`src/rtl/core/dbc_pkg.sv`:
```
// ----------------------------------------------------------------------------
// dbc_pkg
// shared types and constants of the dkim body canonicalizer
// ----------------------------------------------------------------------------
package dbc_pkg;

    localparam int unsigned COUNT_W     = 16;
    localparam int unsigned QUEUE_DEPTH = 4;
    localparam int unsigned QPTR_W      = $clog2(QUEUE_DEPTH);
    localparam int unsigned QCNT_W      = $clog2(QUEUE_DEPTH + 1);

    // character codes
    localparam logic [7:0] CH_TAB = 8'h09;
    localparam logic [7:0] CH_SP  = 8'h20;
    localparam logic [7:0] CH_CR  = 8'h0D;
    localparam logic [7:0] CH_LF  = 8'h0A;

    // input commands
    localparam logic CMD_BYTE = 1'b0;
    localparam logic CMD_END  = 1'b1;

    // output item kinds
    localparam logic KIND_BYTE = 1'b0;
    localparam logic KIND_RUN  = 1'b1;

    // slots of a bundle, in output order
    localparam int unsigned SLOT_RUN   = 0;
    localparam int unsigned SLOT_SP    = 1;
    localparam int unsigned SLOT_CR    = 2;
    localparam int unsigned SLOT_DATA  = 3;
    localparam int unsigned SLOT_LAST  = 4;
    localparam int unsigned SLOT_COUNT = 5;

    typedef logic [SLOT_COUNT-1:0] t_slots;

    // everything one accepted input item causes
    typedef struct packed {
        t_slots             slots;
        logic [COUNT_W-1:0] run_count;
        logic [7:0]         data;
    } t_bundle;

endpackage

```
`src/rtl/core/dbc_front.sv`:
```
// ----------------------------------------------------------------------------
// dbc_front
// classifies body bytes, keeps line state and builds output bundles
// ----------------------------------------------------------------------------
module dbc_front #(
    parameter int unsigned CNT_W = 16
) (
    input  logic              i_clk,
    input  logic              i_rst_n,
    input  logic              i_cfg_write,
    input  logic              i_cfg_data,
    input  logic              i_accept,
    input  logic              i_command,
    input  logic [7:0]        i_data_byte,
    output logic              o_push,
    output dbc_pkg::t_bundle  o_bundle
);

    localparam logic [CNT_W-1:0] CAP = '1;

    logic             r_relaxed,  n_relaxed;
    logic             r_pending,  n_pending;
    logic             r_held_cr,  n_held_cr;
    logic             r_content,  n_content;
    logic [CNT_W-1:0] r_owed,     n_owed;

    dbc_pkg::t_bundle bnd;

    always_comb begin
        logic ws;
        logic owe;
        ws        = (i_data_byte == dbc_pkg::CH_SP) || (i_data_byte == dbc_pkg::CH_TAB);
        n_relaxed = i_cfg_write ? i_cfg_data : r_relaxed;
        n_pending = r_pending;
        n_held_cr = r_held_cr;
        n_content = r_content;
        n_owed    = r_owed;
        bnd       = '0;
        owe       = 1'b0;

        if (i_accept) begin
            if (i_command == dbc_pkg::CMD_END) begin
                if (r_held_cr) begin
                    bnd.slots[dbc_pkg::SLOT_RUN] = (r_owed != '0);
                    bnd.run_count                = dbc_pkg::COUNT_W'(r_owed);
                    bnd.slots[dbc_pkg::SLOT_SP]  = r_pending;
                    bnd.slots[dbc_pkg::SLOT_CR]  = 1'b1;
                end
                bnd.slots[dbc_pkg::SLOT_LAST] = r_held_cr || r_content || !r_relaxed;
                n_pending = 1'b0;
                n_held_cr = 1'b0;
                n_content = 1'b0;
                n_owed    = '0;
            end else if (r_held_cr && (i_data_byte == dbc_pkg::CH_LF)) begin
                // line end: trailing space dropped, one more break owed
                n_held_cr = 1'b0;
                n_pending = 1'b0;
                if (r_owed != CAP) begin
                    n_owed = r_owed + 1'b1;
                end
            end else begin
                owe = (r_owed != '0);
                bnd.run_count = dbc_pkg::COUNT_W'(r_owed);
                if (r_held_cr) begin
                    // lone cr is content
                    bnd.slots[dbc_pkg::SLOT_RUN] = owe;
                    bnd.slots[dbc_pkg::SLOT_SP]  = r_pending;
                    bnd.slots[dbc_pkg::SLOT_CR]  = 1'b1;
                    n_held_cr = 1'b0;
                    n_pending = 1'b0;
                    n_owed    = '0;
                    n_content = 1'b1;
                end
                if (i_data_byte == dbc_pkg::CH_CR) begin
                    n_held_cr = 1'b1;
                end else if (r_relaxed && ws) begin
                    n_pending = 1'b1;
                end else begin
                    bnd.slots[dbc_pkg::SLOT_RUN]  = (n_owed != '0) || bnd.slots[dbc_pkg::SLOT_RUN];
                    bnd.slots[dbc_pkg::SLOT_SP]   = n_pending || bnd.slots[dbc_pkg::SLOT_SP];
                    bnd.slots[dbc_pkg::SLOT_DATA] = 1'b1;
                    bnd.data  = i_data_byte;
                    n_pending = 1'b0;
                    n_owed    = '0;
                    n_content = 1'b1;
                end
            end
        end
    end

    assign o_push   = i_accept && (bnd.slots != '0);
    assign o_bundle = bnd;

    always_ff @(posedge i_clk) begin
        if (!i_rst_n) begin
            r_relaxed <= 1'b1;
            r_pending <= 1'b0;
            r_held_cr <= 1'b0;
            r_content <= 1'b0;
            r_owed    <= '0;
        end else begin
            r_relaxed <= n_relaxed;
            r_pending <= n_pending;
            r_held_cr <= n_held_cr;
            r_content <= n_content;
            r_owed    <= n_owed;
        end
    end

endmodule

```
`src/rtl/core/dbc_queue.sv`:
```
// ----------------------------------------------------------------------------
// dbc_queue
// short bundle queue between front and back
// ----------------------------------------------------------------------------
module dbc_queue (
    input  logic              i_clk,
    input  logic              i_rst_n,
    input  logic              i_push,
    input  dbc_pkg::t_bundle  i_bundle,
    input  logic              i_pop,
    output logic              o_full,
    output logic              o_empty,
    output dbc_pkg::t_bundle  o_head
);

    dbc_pkg::t_bundle r_mem [dbc_pkg::QUEUE_DEPTH];

    logic [dbc_pkg::QPTR_W-1:0] r_wr, n_wr;
    logic [dbc_pkg::QPTR_W-1:0] r_rd, n_rd;
    logic [dbc_pkg::QCNT_W-1:0] r_cnt, n_cnt;

    assign o_full  = (r_cnt == dbc_pkg::QCNT_W'(dbc_pkg::QUEUE_DEPTH));
    assign o_empty = (r_cnt == '0);
    assign o_head  = r_mem[r_rd];

    always_comb begin
        n_wr  = i_push ? r_wr + 1'b1 : r_wr;
        n_rd  = i_pop  ? r_rd + 1'b1 : r_rd;
        n_cnt = r_cnt;
        if (i_push && !i_pop) begin
            n_cnt = r_cnt + 1'b1;
        end else if (!i_push && i_pop) begin
            n_cnt = r_cnt - 1'b1;
        end
    end

    always_ff @(posedge i_clk) begin
        if (i_push) begin
            r_mem[r_wr] <= i_bundle;
        end
    end

    always_ff @(posedge i_clk) begin
        if (!i_rst_n) begin
            r_wr  <= '0;
            r_rd  <= '0;
            r_cnt <= '0;
        end else begin
            r_wr  <= n_wr;
            r_rd  <= n_rd;
            r_cnt <= n_cnt;
        end
    end

    property p_no_overflow;
        @(posedge i_clk) disable iff (!i_rst_n) o_full |-> !(i_push && !i_pop);
    endproperty
    a_no_overflow: assert property (p_no_overflow) else $error("queue overflow");

    property p_no_underflow;
        @(posedge i_clk) disable iff (!i_rst_n) i_pop |-> !o_empty;
    endproperty
    a_no_underflow: assert property (p_no_underflow) else $error("queue underflow");

endmodule

```
`src/rtl/core/dbc_back.sv`:
```
// ----------------------------------------------------------------------------
// dbc_back
// walks the slots of the head bundle, one output item per transfer
// ----------------------------------------------------------------------------
module dbc_back (
    input  logic                         i_clk,
    input  logic                         i_rst_n,
    input  logic                         i_empty,
    input  dbc_pkg::t_bundle             i_head,
    output logic                         o_pop,
    output logic                         o_out_valid,
    input  logic                         i_out_stall,
    output logic                         o_item_kind,
    output logic [7:0]                   o_out_byte,
    output logic [dbc_pkg::COUNT_W-1:0]  o_break_count,
    output logic                         o_is_last
);

    dbc_pkg::t_slots r_sent, n_sent;
    dbc_pkg::t_slots remain, pick;

    logic                        r_valid, n_valid;
    logic                        r_kind,  n_kind;
    logic [7:0]                  r_data,  n_data;
    logic [dbc_pkg::COUNT_W-1:0] r_count, n_count;
    logic                        r_last,  n_last;
    logic                        load;

    assign remain = i_empty ? '0 : (i_head.slots & ~r_sent);
    assign pick   = remain & (~remain + 1'b1);   // lowest pending slot
    assign load   = !r_valid || !i_out_stall;
    assign o_pop  = load && (remain != '0) && ((remain & ~pick) == '0);

    always_comb begin
        n_valid = r_valid;
        n_kind  = r_kind;
        n_data  = r_data;
        n_count = r_count;
        n_last  = r_last;
        n_sent  = r_sent;
        if (load) begin
            n_valid = (remain != '0);
            n_kind  = dbc_pkg::KIND_BYTE;
            n_data  = '0;
            n_count = '0;
            n_last  = 1'b0;
            if (pick[dbc_pkg::SLOT_RUN]) begin
                n_kind  = dbc_pkg::KIND_RUN;
                n_count = i_head.run_count;
            end else if (pick[dbc_pkg::SLOT_SP]) begin
                n_data = dbc_pkg::CH_SP;
            end else if (pick[dbc_pkg::SLOT_CR]) begin
                n_data = dbc_pkg::CH_CR;
            end else if (pick[dbc_pkg::SLOT_DATA]) begin
                n_data = i_head.data;
            end else if (pick[dbc_pkg::SLOT_LAST]) begin
                n_kind  = dbc_pkg::KIND_RUN;
                n_count = dbc_pkg::COUNT_W'(1);
                n_last  = 1'b1;
            end
            if (o_pop) begin
                n_sent = '0;
            end else begin
                n_sent = r_sent | pick;
            end
        end
    end

    always_ff @(posedge i_clk) begin
        r_kind  <= n_kind;
        r_data  <= n_data;
        r_count <= n_count;
        r_last  <= n_last;
    end

    always_ff @(posedge i_clk) begin
        if (!i_rst_n) begin
            r_valid <= 1'b0;
            r_sent  <= '0;
        end else begin
            r_valid <= n_valid;
            r_sent  <= n_sent;
        end
    end

    assign o_out_valid   = r_valid;
    assign o_item_kind   = r_kind;
    assign o_out_byte    = r_data;
    assign o_break_count = r_count;
    assign o_is_last     = r_last;

endmodule

```
`src/rtl/core/dkim_body_canonicalizer.sv`:
```
// ----------------------------------------------------------------------------
// dkim_body_canonicalizer
// streaming dkim body canonicalization, simple and relaxed
//
//   channel | direction | handshake              | payload
//   --------+-----------+------------------------+------------------------------
//   in      | in        | i_in_valid / o_in_stall  | i_command, i_data_byte
//   out     | out       | o_out_valid / i_out_stall| o_item_kind, o_out_byte,
//           |           |                        | o_break_count, o_is_last
//   cfg     | in        | i_cfg_valid / o_cfg_ready| i_cfg_data (relaxed mode)
//
// one input byte is taken per cycle while the bundle queue has room
// each input byte causes zero to four output items, one per cycle at
// the output register unless stalled; output items set the sustained rate
// the first item of a byte passes a queue entry, then the output register
// synchronous active-low reset clears line state, queue and output; relaxed
// mode resets to 1
// a stall on the output fills the four-entry queue, then o_in_stall rises
// ----------------------------------------------------------------------------
module dkim_body_canonicalizer #(
    parameter int unsigned BREAK_COUNT_BITS = 16
) (
    input  logic                         i_clk,
    input  logic                         i_rst_n,
    // body input
    input  logic                         i_in_valid,
    output logic                         o_in_stall,
    input  logic                         i_command,
    input  logic [7:0]                   i_data_byte,
    // canonical output
    output logic                         o_out_valid,
    input  logic                         i_out_stall,
    output logic                         o_item_kind,
    output logic [7:0]                   o_out_byte,
    output logic [dbc_pkg::COUNT_W-1:0]  o_break_count,
    output logic                         o_is_last,
    // configuration
    input  logic                         i_cfg_valid,
    output logic                         o_cfg_ready,
    input  logic                         i_cfg_data
);

    // owed break counter width, the count never goes past 16 bits
    localparam int unsigned CNT_W = (BREAK_COUNT_BITS < dbc_pkg::COUNT_W) ?
                                    BREAK_COUNT_BITS : dbc_pkg::COUNT_W;

    logic             accept;
    logic             push;
    logic             pop;
    logic             full;
    logic             empty;
    dbc_pkg::t_bundle bundle;
    dbc_pkg::t_bundle head;

    // register port never waits
    assign o_cfg_ready = 1'b1;

    // a transfer needs a free queue entry, empty bundles are not queued
    assign o_in_stall = full;
    assign accept     = i_in_valid && !full;

    dbc_front #(
        .CNT_W (CNT_W)
    ) u_front (
        .i_clk       (i_clk),
        .i_rst_n     (i_rst_n),
        .i_cfg_write (i_cfg_valid && o_cfg_ready),
        .i_cfg_data  (i_cfg_data),
        .i_accept    (accept),
        .i_command   (i_command),
        .i_data_byte (i_data_byte),
        .o_push      (push),
        .o_bundle    (bundle)
    );

    dbc_queue u_queue (
        .i_clk    (i_clk),
        .i_rst_n  (i_rst_n),
        .i_push   (push),
        .i_bundle (bundle),
        .i_pop    (pop),
        .o_full   (full),
        .o_empty  (empty),
        .o_head   (head)
    );

    dbc_back u_back (
        .i_clk         (i_clk),
        .i_rst_n       (i_rst_n),
        .i_empty       (empty),
        .i_head        (head),
        .o_pop         (pop),
        .o_out_valid   (o_out_valid),
        .i_out_stall   (i_out_stall),
        .o_item_kind   (o_item_kind),
        .o_out_byte    (o_out_byte),
        .o_break_count (o_break_count),
        .o_is_last     (o_is_last)
    );

    // final item is always a single crlf run
    property p_last_is_one_break;
        @(posedge i_clk) disable iff (!i_rst_n)
        (o_out_valid && o_is_last) |->
            (o_item_kind == dbc_pkg::KIND_RUN) && (o_break_count == 1);
    endproperty
    a_last_is_one_break: assert property (p_last_is_one_break)
        else $error("last item is not a single break");

    // a run item never carries a zero count or a data byte
    property p_run_nonzero;
        @(posedge i_clk) disable iff (!i_rst_n)
        (o_out_valid && (o_item_kind == dbc_pkg::KIND_RUN)) |->
            (o_break_count != 0) && (o_out_byte == 0);
    endproperty
    a_run_nonzero: assert property (p_run_nonzero)
        else $error("run item with zero count");

    // a byte item carries no count and never ends the body
    property p_byte_clean;
        @(posedge i_clk) disable iff (!i_rst_n)
        (o_out_valid && (o_item_kind == dbc_pkg::KIND_BYTE)) |->
            (o_break_count == 0) && !o_is_last;
    endproperty
    a_byte_clean: assert property (p_byte_clean)
        else $error("byte item with count or last flag");

endmodule
```
`config.mk`:
```
export PLATFORM = sky130hd
export DESIGN_NAME = dkim_body_canonicalizer
export DESIGN_NICKNAME = d
export VERILOG_FILES = /design/src/rtl/core/dbc_pkg.sv /design/src/rtl/core/dbc_front.sv /design/src/rtl/core/dbc_queue.sv /design/src/rtl/core/dbc_back.sv /design/src/rtl/core/dkim_body_canonicalizer.sv
export SDC_FILE = /design/constraint.sdc
export NUM_CORES = 1
export LEC_CHECK = 0
export BUFFER_PORTS_ARGS = -buffer_cell sky130_fd_sc_hd__clkbuf_2
export CAP_MARGIN = 40
export CELL_PAD_IN_SITES_DETAIL_PLACEMENT = 1
export CELL_PAD_IN_SITES_GLOBAL_PLACEMENT = 1
export CORE_MARGIN = 1
export CORE_UTILIZATION = 55
export CTS_CLUSTER_SIZE = 20
export DETAILED_ROUTE_END_ITERATION = 8
export PLACE_DENSITY = 0.89
export SLEW_MARGIN = 20
export SYNTH_ARGS = -nofsm -noshare
export SYNTH_HDL_FRONTEND = slang
export SYNTH_HIERARCHICAL = 1
export SYNTH_SLANG_ARGS = --single-unit
```
`constraint.sdc`:
```
create_clock -name i_clk -period 8.7 [get_ports i_clk]
set_input_delay 0.435 -clock i_clk [delete_from_list [all_inputs] [get_ports i_clk]]
set_output_delay 0.435 -clock i_clk [all_outputs]
set_load 0.02 [all_outputs]
```
### Yosys cells after proc, flatten, opt, wreduce, memory -nomap -nowiden

Memory sizes are Yosys's and may differ from the RTL's. A register that Yosys moved wholly into a read port is not among the register bits.
Cells that the tools add are included.

* add/sub/neg operators: 6
* equal/unequal tests: 8
* muxes and demuxes: 62
* bitwise operators: 8
* reduce and logical (&&, ||, !) cells: 31

Operators by type and width (number)
* $mux 16: 13
* $mux 19: 2
* $reduce_bool 16->1: 2
* $mux 29: 1
* $mux 28: 1
* $mux 1: 27
* $eq 8x4->1 const B: 3
* $mux 8: 3
* $mux 3: 6
* $mux 6: 3
* $add 16x1->16 const B: 1
* $ne 16x16->1 const B: 1
* $and 5x5->5: 3
* $not 5->5: 3
* $mux 5: 2
* $reduce_bool 5->1: 2
* $eq 8x6->1 const B: 1
* $logic_and 1x1->1: 8
* $mux 2: 4
* $logic_not 1->1: 6
* $logic_or 1x1->1: 6
* $add 5x1->5 const B: 1
* $logic_not 5->1: 1
* $or 5x5->5: 1
* 12 further kinds: 14

* bits in registers: 59
* memory bits (writable): 116
* bits of input ports: 15
* logic and storage cells: 132
* memories: 1

Memories
* u_queue.r_mem: words 4, bits a word 29, read ports 1, clocked after Yosys merged registers in 1, wr ports 1, RTL line dbc_queue.sv:16 `dbc_pkg::t_bundle r_mem [dbc_pkg::QUEUE_DEPTH];`

### Logic depth before layout (Yosys ltp)

Gate-level depths: netlist of run 1.

* depth in word-level cells: 18
* depth in mapped cells: 14
* mapped depth without buffers: 12

### Modules after synthesis

Netlist of run 1, hierarchy kept.

By module, submodules not included
* dbc_queue: instances 1, cells each 194, area each 4638.2 µm²
* dbc_front: instances 1, cells each 211, area each 1642.8 µm²
* dbc_back: instances 1, cells each 101, area each 1343.8 µm²
* dkim_body_canonicalizer: instances 1, cells each 3, area each 25.0 µm²

### Least setup slack after synthesis of run 1

OpenSTA, ideal clock, no wires.

* kind: reg2reg
* start: register (tool-made name)
* end: register u_queue/r_cnt[2] (netlist name)
* setup time: 0.076 ns
* data arrival time: 2.998 ns
* slack: 5.627 ns
* stages on the path, launching flop included: 14
* buffers on the path: 1
* clock period less this slack: 3.073 ns
* cells stage by stage: dfxtp_1 > buf_6 > mux4_2 > nand2b_1 > and4_1 > mux2_2 > a21oi_1 > inv_1 > ha_1 > inv_1 > fa_1 > xor2_1 > or3_1 > a21boi_0

RTL lines
* end signal: assignment: RTL line dbc_queue.sv:51 `r_cnt <= n_cnt;`
* end: declaration: RTL line dbc_queue.sv:20 `logic [dbc_pkg::QCNT_W-1:0] r_cnt, n_cnt;`

==> metrics, run 1 <==
Synth Area per Inst=15.0 µm²; number of gates resized after cts=0; Final nets=584; IO Count=44; yosys warns=6; Setup Skew=0.0113 ns; routed len/inst=27.5 µm; core area=0.0134 mm²; critical path type=reg2reg; Slew Limit Fails=0; ys flop type=edfxtp_1; FMAX=0.256 GHz; GRT Total Usage=30.9%; CTS clk-pin slew, worst paths=0.06 ns; Longest Clk Path Bufs=2; final WL=20.7 mm; syn_nets=532; I/O Buffers=42; Post-synth EDFFs=142; Hold Buf Count CTS=0; initial antenna violation count=0; flop-to-flop setup slack=4.79 ns; Layout fillers=1230; number of global-route vias before repair=5113; max cap viols=0; die height=120 µm; Relative slew margins=46.5%; diode count=0; final period utilization=44.9%; number of vias in the routed layout=4808; Finish-stage setup viols=0; Worst Path Required=9.03 ns; pwr/cell area=285 mW/mm²; Tightest Pin Transition=0.800 ns; critical path fanouts, max=15; Clock Latency Late Sink=0.43 ns; endpoints failing hold=0; largest area contributor in the netlist=edfxtp_1; ratio of cells with drive above 1 in the final layout=26.7%; Synth Cell Area=0.00765 mm²; dpl cells=717; Initial Util=57.1%; status=complete, no violations; Non-Filler Instances=750; Tmin final=3.91 ns; 1st-pass router iterations=5; worst hold path class=in2reg; P_leak=3.12 nW; first-pass GRT wire length=31.9 mm; CP startpoint kind=flop; DRC violations left=0; top cell type's share of synthesized area=55.7%; RSZ-0062 raised after global routing=no; part of the Yosys area used for sequential elements=64.9%; Synth Instances=509; root buffer cell=clkbuf_16; WP data arrival=4.23 ns; antenna-violating nets left=0; Vias/cell=6.41; Multi-input gate area=0.00250 mm²; asr flop ratio synth=0%; Post-CTS Setup Inserts=0; die width=120 µm; CP endpoint kind=flop; DR iter-0 viols=563; Area Growth Syn to Fin=12.3%; VDD IR-drop max=0.000160 V; top-count cell post-synth=edfxtp_1; CTS Sinks=177; cts bufs inserted=17; TritonCTS clock tree=built; Die ar.=0.0144 mm²; row cnt=42; gpl congestion=0.858; Distinct cells, synth=77; Max H-tree Level=4; top cells by area, synth=edfxtp_1, dfxtp_1, mux4_2, and2_1, a21oi_1; top post-synthesis cells by count=edfxtp_1, and2_1, dfxtp_1; grt total ovfl=0; setup_tns=0 ns; Final HPWL DP=12.1 mm; FF+latch count, synth=177; largest net degree at the start of global routing=31; FF/Latch Area=0.00497 mm²
## path summary, 6_finish.rpt
check                                                    start                              to  cells after the start
worst max register to register                            flop   u_queue/r_cnt[2]$_SDFFE_PN0P_                     13
worst max-delay path                                      flop   u_queue/r_cnt[2]$_SDFFE_PN0P_                     13
worst min register to register  u_front/r_pending$_SDFFE_PN0P_  u_front/r_pending$_SDFFE_PN0P_                      2
worst min-delay path                               i_cfg_valid  u_front/r_relaxed$_SDFFE_PN1P_                      2
## cell usage in the layout (no fill, tap or decap), types with 4 or more instances in the layout
master     count
and3_1         8
nand2_1       22
nor3_1        11
a22o_2         6
o21ai_0        9
nor2_1        23
nand3_1        9
a21oi_1       20
buf_4          7
ha_1           7
xor2_1         4
clkbuf_2      42
a21o_1         4
edfxtp_1     142
dfxtp_1       34
clkinv_4       5
inv_1         15
and2_1        54
nand4_1        5
nor4_1         4
clkinv_2       4
nand2b_1       6
mux4_2        28
clkbuf_16     17
## per-layer routing
metal,GRT usage [%],wire length (µm)
met1,39.5,8310
met2,51.3,10600
met3,6.89,1200
met4,11.6,550
met5,0,0
## layout make-up
cell class | instances | share of cell area [%]
Timing Repair Buffer | 53 | 3.76
Sequential cell | 177 | 57.8
Clock buffer | 17 | 4.95
Inverter | 15 | 0.656
Clock inverter | 15 | 1.14
Tap cell | 176 | 2.56
Multi-Input combinational cell | 297 | 29.1
## flip-flops by register name, summed over array words and instances (netlist names), named ones only
signal and count:
u_front/r_content 1, u_front/r_relaxed 1, u_front/r_owed 16, u_back/o_break_count 16
u_back/o_out_byte 8, u_queue/r_mem 116, u_front/r_held_cr 1, u_back/o_out_valid 1
u_front/r_pending 1, u_back/o_item_kind 1, u_back/r_sent 5, u_back/o_is_last 1
u_queue/r_cnt 3, u_queue/r_wr 2, u_queue/r_rd 2
## kinds of logic (layout without fill, tap and decap cells)
family	after synthesis	count (layout)	share of synthesized area, %
muxes	33	33	9.14
buffers and inverters	35	100	2.55
and+or+nand+nor	176	176	13.7
xor gates and xnor gates	7	7	0.801
adders and majority gates	10	10	1.68
other	1	1	0.0490
AOI/OAI and AO/OA	70	70	7.13
DFF	177	177	64.9
## per-stage QoR
| stage | setup WS, ns | cell area (µm²) | utilization (%) | total power (W) | hold WS, ns |
|---|---|---|---|---|---|
| 2_1_floorplan | 5.63 | 7650 | - | 0.00153 | 0.428 |
| 3_3_place_gp | 4.79 | 8000 | 59.7 | 0.00165 | 0.457 |
| 3_5_place_dp | 4.91 | 8060 | 60.1 | 0.00173 | 0.503 |
| 4_1_cts | 4.81 | 8580 | 64.0 | 0.00245 | 0.254 |
| 5_1_grt | 4.66 | 8590 | 64.1 | 0.00252 | 0.264 |
| 6_report | 4.79 | 8590 | 64.1 | 0.00245 | 0.259 |
## worst max-delay path, cell delays in order (launching register included)
cell	delay (ns)
dfxtp_2	0.45
buf_12	0.22
mux4_2	0.55
nand2b_1	0.27
and4_1	0.30
mux2_2	0.39
a21oi_1	0.34
inv_1	0.10
ha_1	0.22
inv_1	0.10
fa_1	0.20
xor2_1	0.09
or3_1	0.31
a21boi_0	0.26
## report_power, final
group          total, W  internal, W  switching [W]
Combinational  0.000656     0.000266       0.000389
Sequential      0.00109      0.00104      0.0000558
Clock          0.000696     0.000362       0.000334
No activity file was read; power rests on OpenSTA's default activity.
==> run 2, diff against run 1 <==
--- a/config.mk
+++ b/config.mk
@@ -5,15 +5,16 @@
 export SDC_FILE = /design/constraint.sdc
 export NUM_CORES = 1
 export LEC_CHECK = 0
+export ABC_AREA = 1
 export BUFFER_PORTS_ARGS = -buffer_cell sky130_fd_sc_hd__clkbuf_2
 export CAP_MARGIN = 40
 export CELL_PAD_IN_SITES_DETAIL_PLACEMENT = 1
 export CELL_PAD_IN_SITES_GLOBAL_PLACEMENT = 1
 export CORE_MARGIN = 1
-export CORE_UTILIZATION = 55
+export CORE_UTILIZATION = 43
 export CTS_CLUSTER_SIZE = 20
 export DETAILED_ROUTE_END_ITERATION = 8
-export PLACE_DENSITY = 0.89
+export PLACE_DENSITY = 0.8
 export SLEW_MARGIN = 20
 export SYNTH_ARGS = -nofsm -noshare
 export SYNTH_HDL_FRONTEND = slang
==> constraint.sdc (replaced) <==
create_clock -name i_clk -period 3.3 [get_ports i_clk]
set_input_delay 0.165 -clock i_clk [delete_from_list [all_inputs] [get_ports i_clk]]
set_output_delay 0.165 -clock i_clk [all_outputs]
set_load 0.02 [all_outputs]
==> metrics, run 2 <==
top cell type's share of synthesized area=52.2%; die width=140 µm; I/O Buffers=42; most frequent cells in the layout=edfxtp_1, nand2_1, nor2_1; Worst Path Buf+Inv=6; routed len/inst=18.2 µm; grt met1 use=28.3%; asr flop ratio synth=0%; diode count=0; worst hold path class=in2reg; met2 track demand over resource=37.6%; commonest non-fill, non-tap cell in the layout=edfxtp_1; CP startpoint kind=flop; initial antenna violation count=0; critical-path cell list=buf_4 > o21ai_0 > o22ai_1 > nand3_1 > inv_1 > nand2_1 > nand3_1 > nor2_4 > inv_1 > ha_1 > inv_1 > fa_1 > inv_1 > nand2_1 > nand3_1 > nand2_1 > inv_1 > nor2_1; root buffer cell=clkbuf_16; top-count cell post-synth=edfxtp_1; gpl congestion=0.840; largest area contributor in the netlist=edfxtp_1; Max H-tree Level=4; ys flop type=edfxtp_1; Final nets=897; status=complete, no violations; endpoints failing hold=0; largest net degree at the start of global routing=33; Setup Skew=0.0105 ns; Layout fillers=2107; GR Util met3=4.34%; DR iter-0 viols=345; Most flops, register=u_queue/r_mem; Die ar.=0.0196 mm²; Final HPWL DP=13.9 mm; Worst Path Required=3.63 ns; setup_tns=0 ns; TritonCTS clock tree=built; row cnt=50; top post-synthesis cells by count=edfxtp_1, nand2_1, nor2_1; pwr/cell area=797 mW/mm²; CP top delay family=buffers and inverters; first-pass GRT wire length=33.1 mm; FF/Latch Area=0.00496 mm²; Initial Util=43.8%; syn_nets=847; Synth Area per Inst=9.92 µm²; final WL=20.4 mm; number of global-route vias before repair=6368; Post-synth EDFFs=142; Area Growth Syn to Fin=13.8%; grt total ovfl=0; die height=140 µm; P_leak=3.72 nW; Multi-input gate area=0.00267 mm²; Slowest cell on crit path=dfxtp_1; number of gates resized after cts=0; part of the Yosys area used for sequential elements=60.8%; CTS clk-pin slew, worst paths=0.07 ns; 1st-pass router iterations=5; dpl cells=1086; Synth Instances=824; flop-to-flop setup slack=0.31 ns; Post-CTS Setup Inserts=0; cts bufs inserted=17; RSZ-0062 raised after global routing=no; ratio of cells with drive above 1 in the final layout=18.3%; yosys warns=6; Relative slew margins=51.3%; CTS Sinks=177; Distinct cells, synth=38; CP most frequent cell=inv_1; Clock Latency Late Sink=0.43 ns; Synth Cell Area=0.00817 mm²; Non-Filler Instances=1121; max cap viols=0; busiest layer in global routing=met2; critical path type=reg2reg; FF+latch count, synth=177; final period utilization=90.5%; Finish-stage setup viols=0; Hold Buf Count CTS=2; top cells by area, synth=edfxtp_1, dfxtp_1, nand2_1, nor2_1, o21ai_0; max FFs per register=116; Tmin final=2.99 ns; core area=0.0186 mm²; Longest Clk Path Bufs=2; FMAX=0.335 GHz; IO Count=44; CP endpoint kind=flop; DRC violations left=0; VDD IR-drop max=0.000362 V; number of vias in the routed layout=6011; GRT Total Usage=22.2%; Slew Limit Fails=0; critical path fanouts, max=20; Tightest Pin Transition=0.725 ns; antenna-violating nets left=0; critical path's largest stage delay=0.53 ns; WP data arrival=3.32 ns; Vias/cell=5.36
run 2: layout make-up:
cell class,count,area share [%]
well taps,234,3.15
repair buffers,65,4.65
flip-flops and latches,177,53.4
clock inverters,14,1.84
inverters,91,3.67
clock buffers,18,4.61
multi-input cells,522,28.7
run 2: routing by layer:
layer  up-vias  share of wire (%)
li1       2882                  -
met1      2980                 44
met2       125                 50
met3        24                3.8
met4         0                2.0
met5         -                  0
run 2: power by group:
group / leakage, nW / internal (W) / switching, W / total (W)
combinational: 1.72 / 0.000747 / 0.00172 / 0.00247
sequential: 1.71 / 0.00276 / 0.000115 / 0.00287
clock: 0.293 / 0.00115 / 0.000919 / 0.00207
total: 3.72 / 0.00465 / 0.00276 / 0.00741
run 2: cells by family (layout without fill, tap and decap cells):
logic type               Yosys count  count (layout)  share of synthesized area [%]
AO/OA/AOI/OAI                    147             147                           11.5
AND/OR/NAND/NOR                  364             364                           19.6
adder cells (fa/ha/maj)            8               8                           1.32
flip-flops                       177             177                           60.8
buffers and inverters            125             188                           6.57
XOR/XNOR                           2               2                          0.214
other                              1               1                         0.0459
run 2: stage by stage:
step	setup slack, ns	total power (W)	util [%]	hold slack, ns	instance area, µm²
finish	0.312	0.00741	49.9	0.142	9300
floorplan	0.594	0.00468	-	0.265	8170
detailed placement	0.448	0.00537	46.5	0.374	8670
CTS	0.319	0.00746	49.8	0.123	9290
global placement	0.554	0.00524	46.4	0.367	8660
global route	0.0998	0.00780	49.9	0.147	9300
run 2: final timing paths:
kind | endpoint | startpoint | depth (start not counted)
worst max register to register | u_queue/r_cnt[2]$_SDFFE_PN0P_ | flop | 18
worst max-delay path | u_queue/r_cnt[2]$_SDFFE_PN0P_ | flop | 18
worst min-delay path | u_queue/r_mem[0][0]$_DFFE_PP_ | i_data_byte[0] | 3
worst min register to register | flop | u_queue/r_rd[1]$_SDFFE_PN0P_ | 1
run 2: worst min-delay path: stages:
cell	delay, ns
clkbuf_2	0.10
inv_1	0.07
nor2_1	0.07
==> run 3, diff against run 2 <==
--- a/config.mk
+++ b/config.mk
@@ -11,10 +11,11 @@
 export CELL_PAD_IN_SITES_DETAIL_PLACEMENT = 1
 export CELL_PAD_IN_SITES_GLOBAL_PLACEMENT = 1
 export CORE_MARGIN = 1
-export CORE_UTILIZATION = 43
+export CORE_UTILIZATION = 45
+export CTS_BUF_LIST = sky130_fd_sc_hd__clkbuf_2 sky130_fd_sc_hd__clkbuf_4 sky130_fd_sc_hd__clkbuf_8
 export CTS_CLUSTER_SIZE = 20
 export DETAILED_ROUTE_END_ITERATION = 8
-export PLACE_DENSITY = 0.8
+export PLACE_DENSITY = 0.83
 export SLEW_MARGIN = 20
 export SYNTH_ARGS = -nofsm -noshare
 export SYNTH_HDL_FRONTEND = slang
==> metrics, run 3 (synthesized netlist as in run 2, its figures left out) <==
DRC violations left=0; P_leak=3.62 nW; internal cell power=0.00422 W; Final nets=897; grt total ovfl=0; FF/Latch Area=0.00496 mm²; Tightest Pin Transition=0.687 ns; Setup Skew=0.0168 ns; sequential share of power=41.5%; post-route setup slack=0.273 ns; GRT Total Usage=23.9%; TritonCTS clock tree=built; VDD IR-drop max=0.000411 V; worst r2r dst=u_queue/r_cnt[2]$_SDFFE_PN0P_; 1st-pass router iterations=6; DR iter-0 viols=385; largest net degree at the start of global routing=41; diode count=0; pwr/cell area=766 mW/mm²; Final Util=51.7%; root buffer cell=clkbuf_8; r2r worst-path depth=20; row cnt=48; initial antenna violation count=0; CTS clk-pin slew, worst paths=0.10 ns; antenna-violating nets left=0; Relative slew margins=53.9%; Most flops, register=u_queue/r_mem; sw power=0.00272 W; commonest non-fill, non-tap cell in the layout=edfxtp_1; Switching Fraction=39.3%; Vias/cell=5.50; first-pass GRT wire length=33.3 mm; core area=0.0175 mm²; Slew Limit Fails=0; Worst Path Required=3.66 ns; Clock Latency Late Sink=0.46 ns; final period utilization=91.7%; Tmin final=3.03 ns; worst hold path class=in2reg; FMAX=0.330 GHz; cts bufs inserted=17; Finish-stage setup viols=0; max cap viols=0; gpl congestion=0.824; IO Count=44; Area Growth Syn to Fin=10.9%; CP startpoint kind=flop; number of global-route vias before repair=6229; I/O Buffers=42; routed len/inst=19.1 µm; CP endpoint kind=flop; critical path type=reg2reg; Initial Util=46.6%; max FFs per register=116; flop-to-flop setup slack=0.27 ns; DP Worst Slack=0.415 ns; number of gates resized after cts=0; Layout fillers=1979; Final HPWL DP=14.5 mm; Non-Filler Instances=1112; Die ar.=0.0187 mm²; Clk pwr share=22.0%; endpoints failing hold=0; combinational power share=36.5%; WP data arrival=3.39 ns; crit path to=u_queue/r_cnt[2]$_SDFFE_PN0P_; die width=137 µm; Max H-tree Level=4; critical path fanouts, max=20; dpl cells=1076; Longest Clk Path Bufs=2; Multi-input gate area=0.00267 mm²; die height=137 µm; most frequent cells in the layout=edfxtp_1, nand2_1, nor2_1; setup_tns=0 ns; number of vias in the routed layout=6117; RSZ-0062 raised after global routing=no; ratio of cells with drive above 1 in the final layout=18.5%; CTS Sinks=177; final WL=21.2 mm; status=complete, no violations
[run 3: cell type report]
type	instances	area share, %
sequential	177	54.8
multi-input combinational	522	29.4
timing repair buffer	65	4.50
inverter	91	3.77
tap	225	3.11
clock buffer	19	2.75
clock inverter	13	1.67
[run 3: power by group through the flow]
| stage | sequential, W | combinational [W] | clock [W] |
|---|---|---|---|
| final | 0.00288 | 0.00253 | 0.00153 |
| after global routing | 0.00291 | 0.00274 | 0.00163 |
| after CTS | 0.00289 | 0.00252 | 0.00155 |
| after detailed placement | 0.00293 | 0.00249 | 0 |
| after global placement | 0.00290 | 0.00234 | 0 |
| after floorplan | 0.00307 | 0.00161 | 0 |
[run 3: worst min-delay path by stage]
stage,from,end,cells past startpoint
final,i_rst_n,u_back/r_sent[3]$_SDFFE_PN0P_,3
after global placement,i_cfg_valid,u_front/r_relaxed$_SDFFE_PN1P_,2
after detailed placement,i_cfg_valid,u_front/r_relaxed$_SDFFE_PN1P_,2
after CTS,i_rst_n,u_back/r_sent[3]$_SDFFE_PN0P_,3
after global routing,i_rst_n,u_back/r_sent[3]$_SDFFE_PN0P_,3
after floorplan,i_cfg_valid,u_front/r_relaxed$_SDFFE_PN1P_,1
[run 3: routing by layer]
metal  part of all wire, %  GRT usage (%)
met4                   2.0           9.07
met3                   3.2           4.19
met2                    51           41.5
met5                     0              0
met1                    43           29.5
[run 3: metrics by stage]
step / instance area (µm²) / hold WS (ns) / power, W
5_1_grt: 9060 / 0.102 / 0.00728
6_report: 9060 / 0.102 / 0.00694
4_1_cts: 9040 / 0.0769 / 0.00696
2_1_floorplan: 8170 / 0.265 / 0.00468
3_5_place_dp: 8620 / 0.373 / 0.00543
3_3_place_gp: 8620 / 0.370 / 0.00524
[run 3: what timing repair did]
item / CTS / global route
buffers inserted: 0 / 0
endpoints found under the hold margin: 1 / 0
endpoints found under the setup margin: 0 / 0
hold buffers: 2 / 0
[run 3: critical path: stages, from the launching register on]
cell and delay (ns):
dfxtp_1 0.58, inv_2 0.19, buf_4 0.25, o21ai_1 0.13
o22ai_1 0.10, nand3_1 0.13, nand2_1 0.11, nor2_2 0.14
nand2_1 0.09, nand2_1 0.11, nor2_4 0.04, inv_1 0.06
ha_1 0.16, inv_1 0.07, fa_1 0.38, inv_1 0.06
nand2_1 0.06, nand3_1 0.10, nand2_1 0.05, inv_1 0.05
nor2_1 0.04
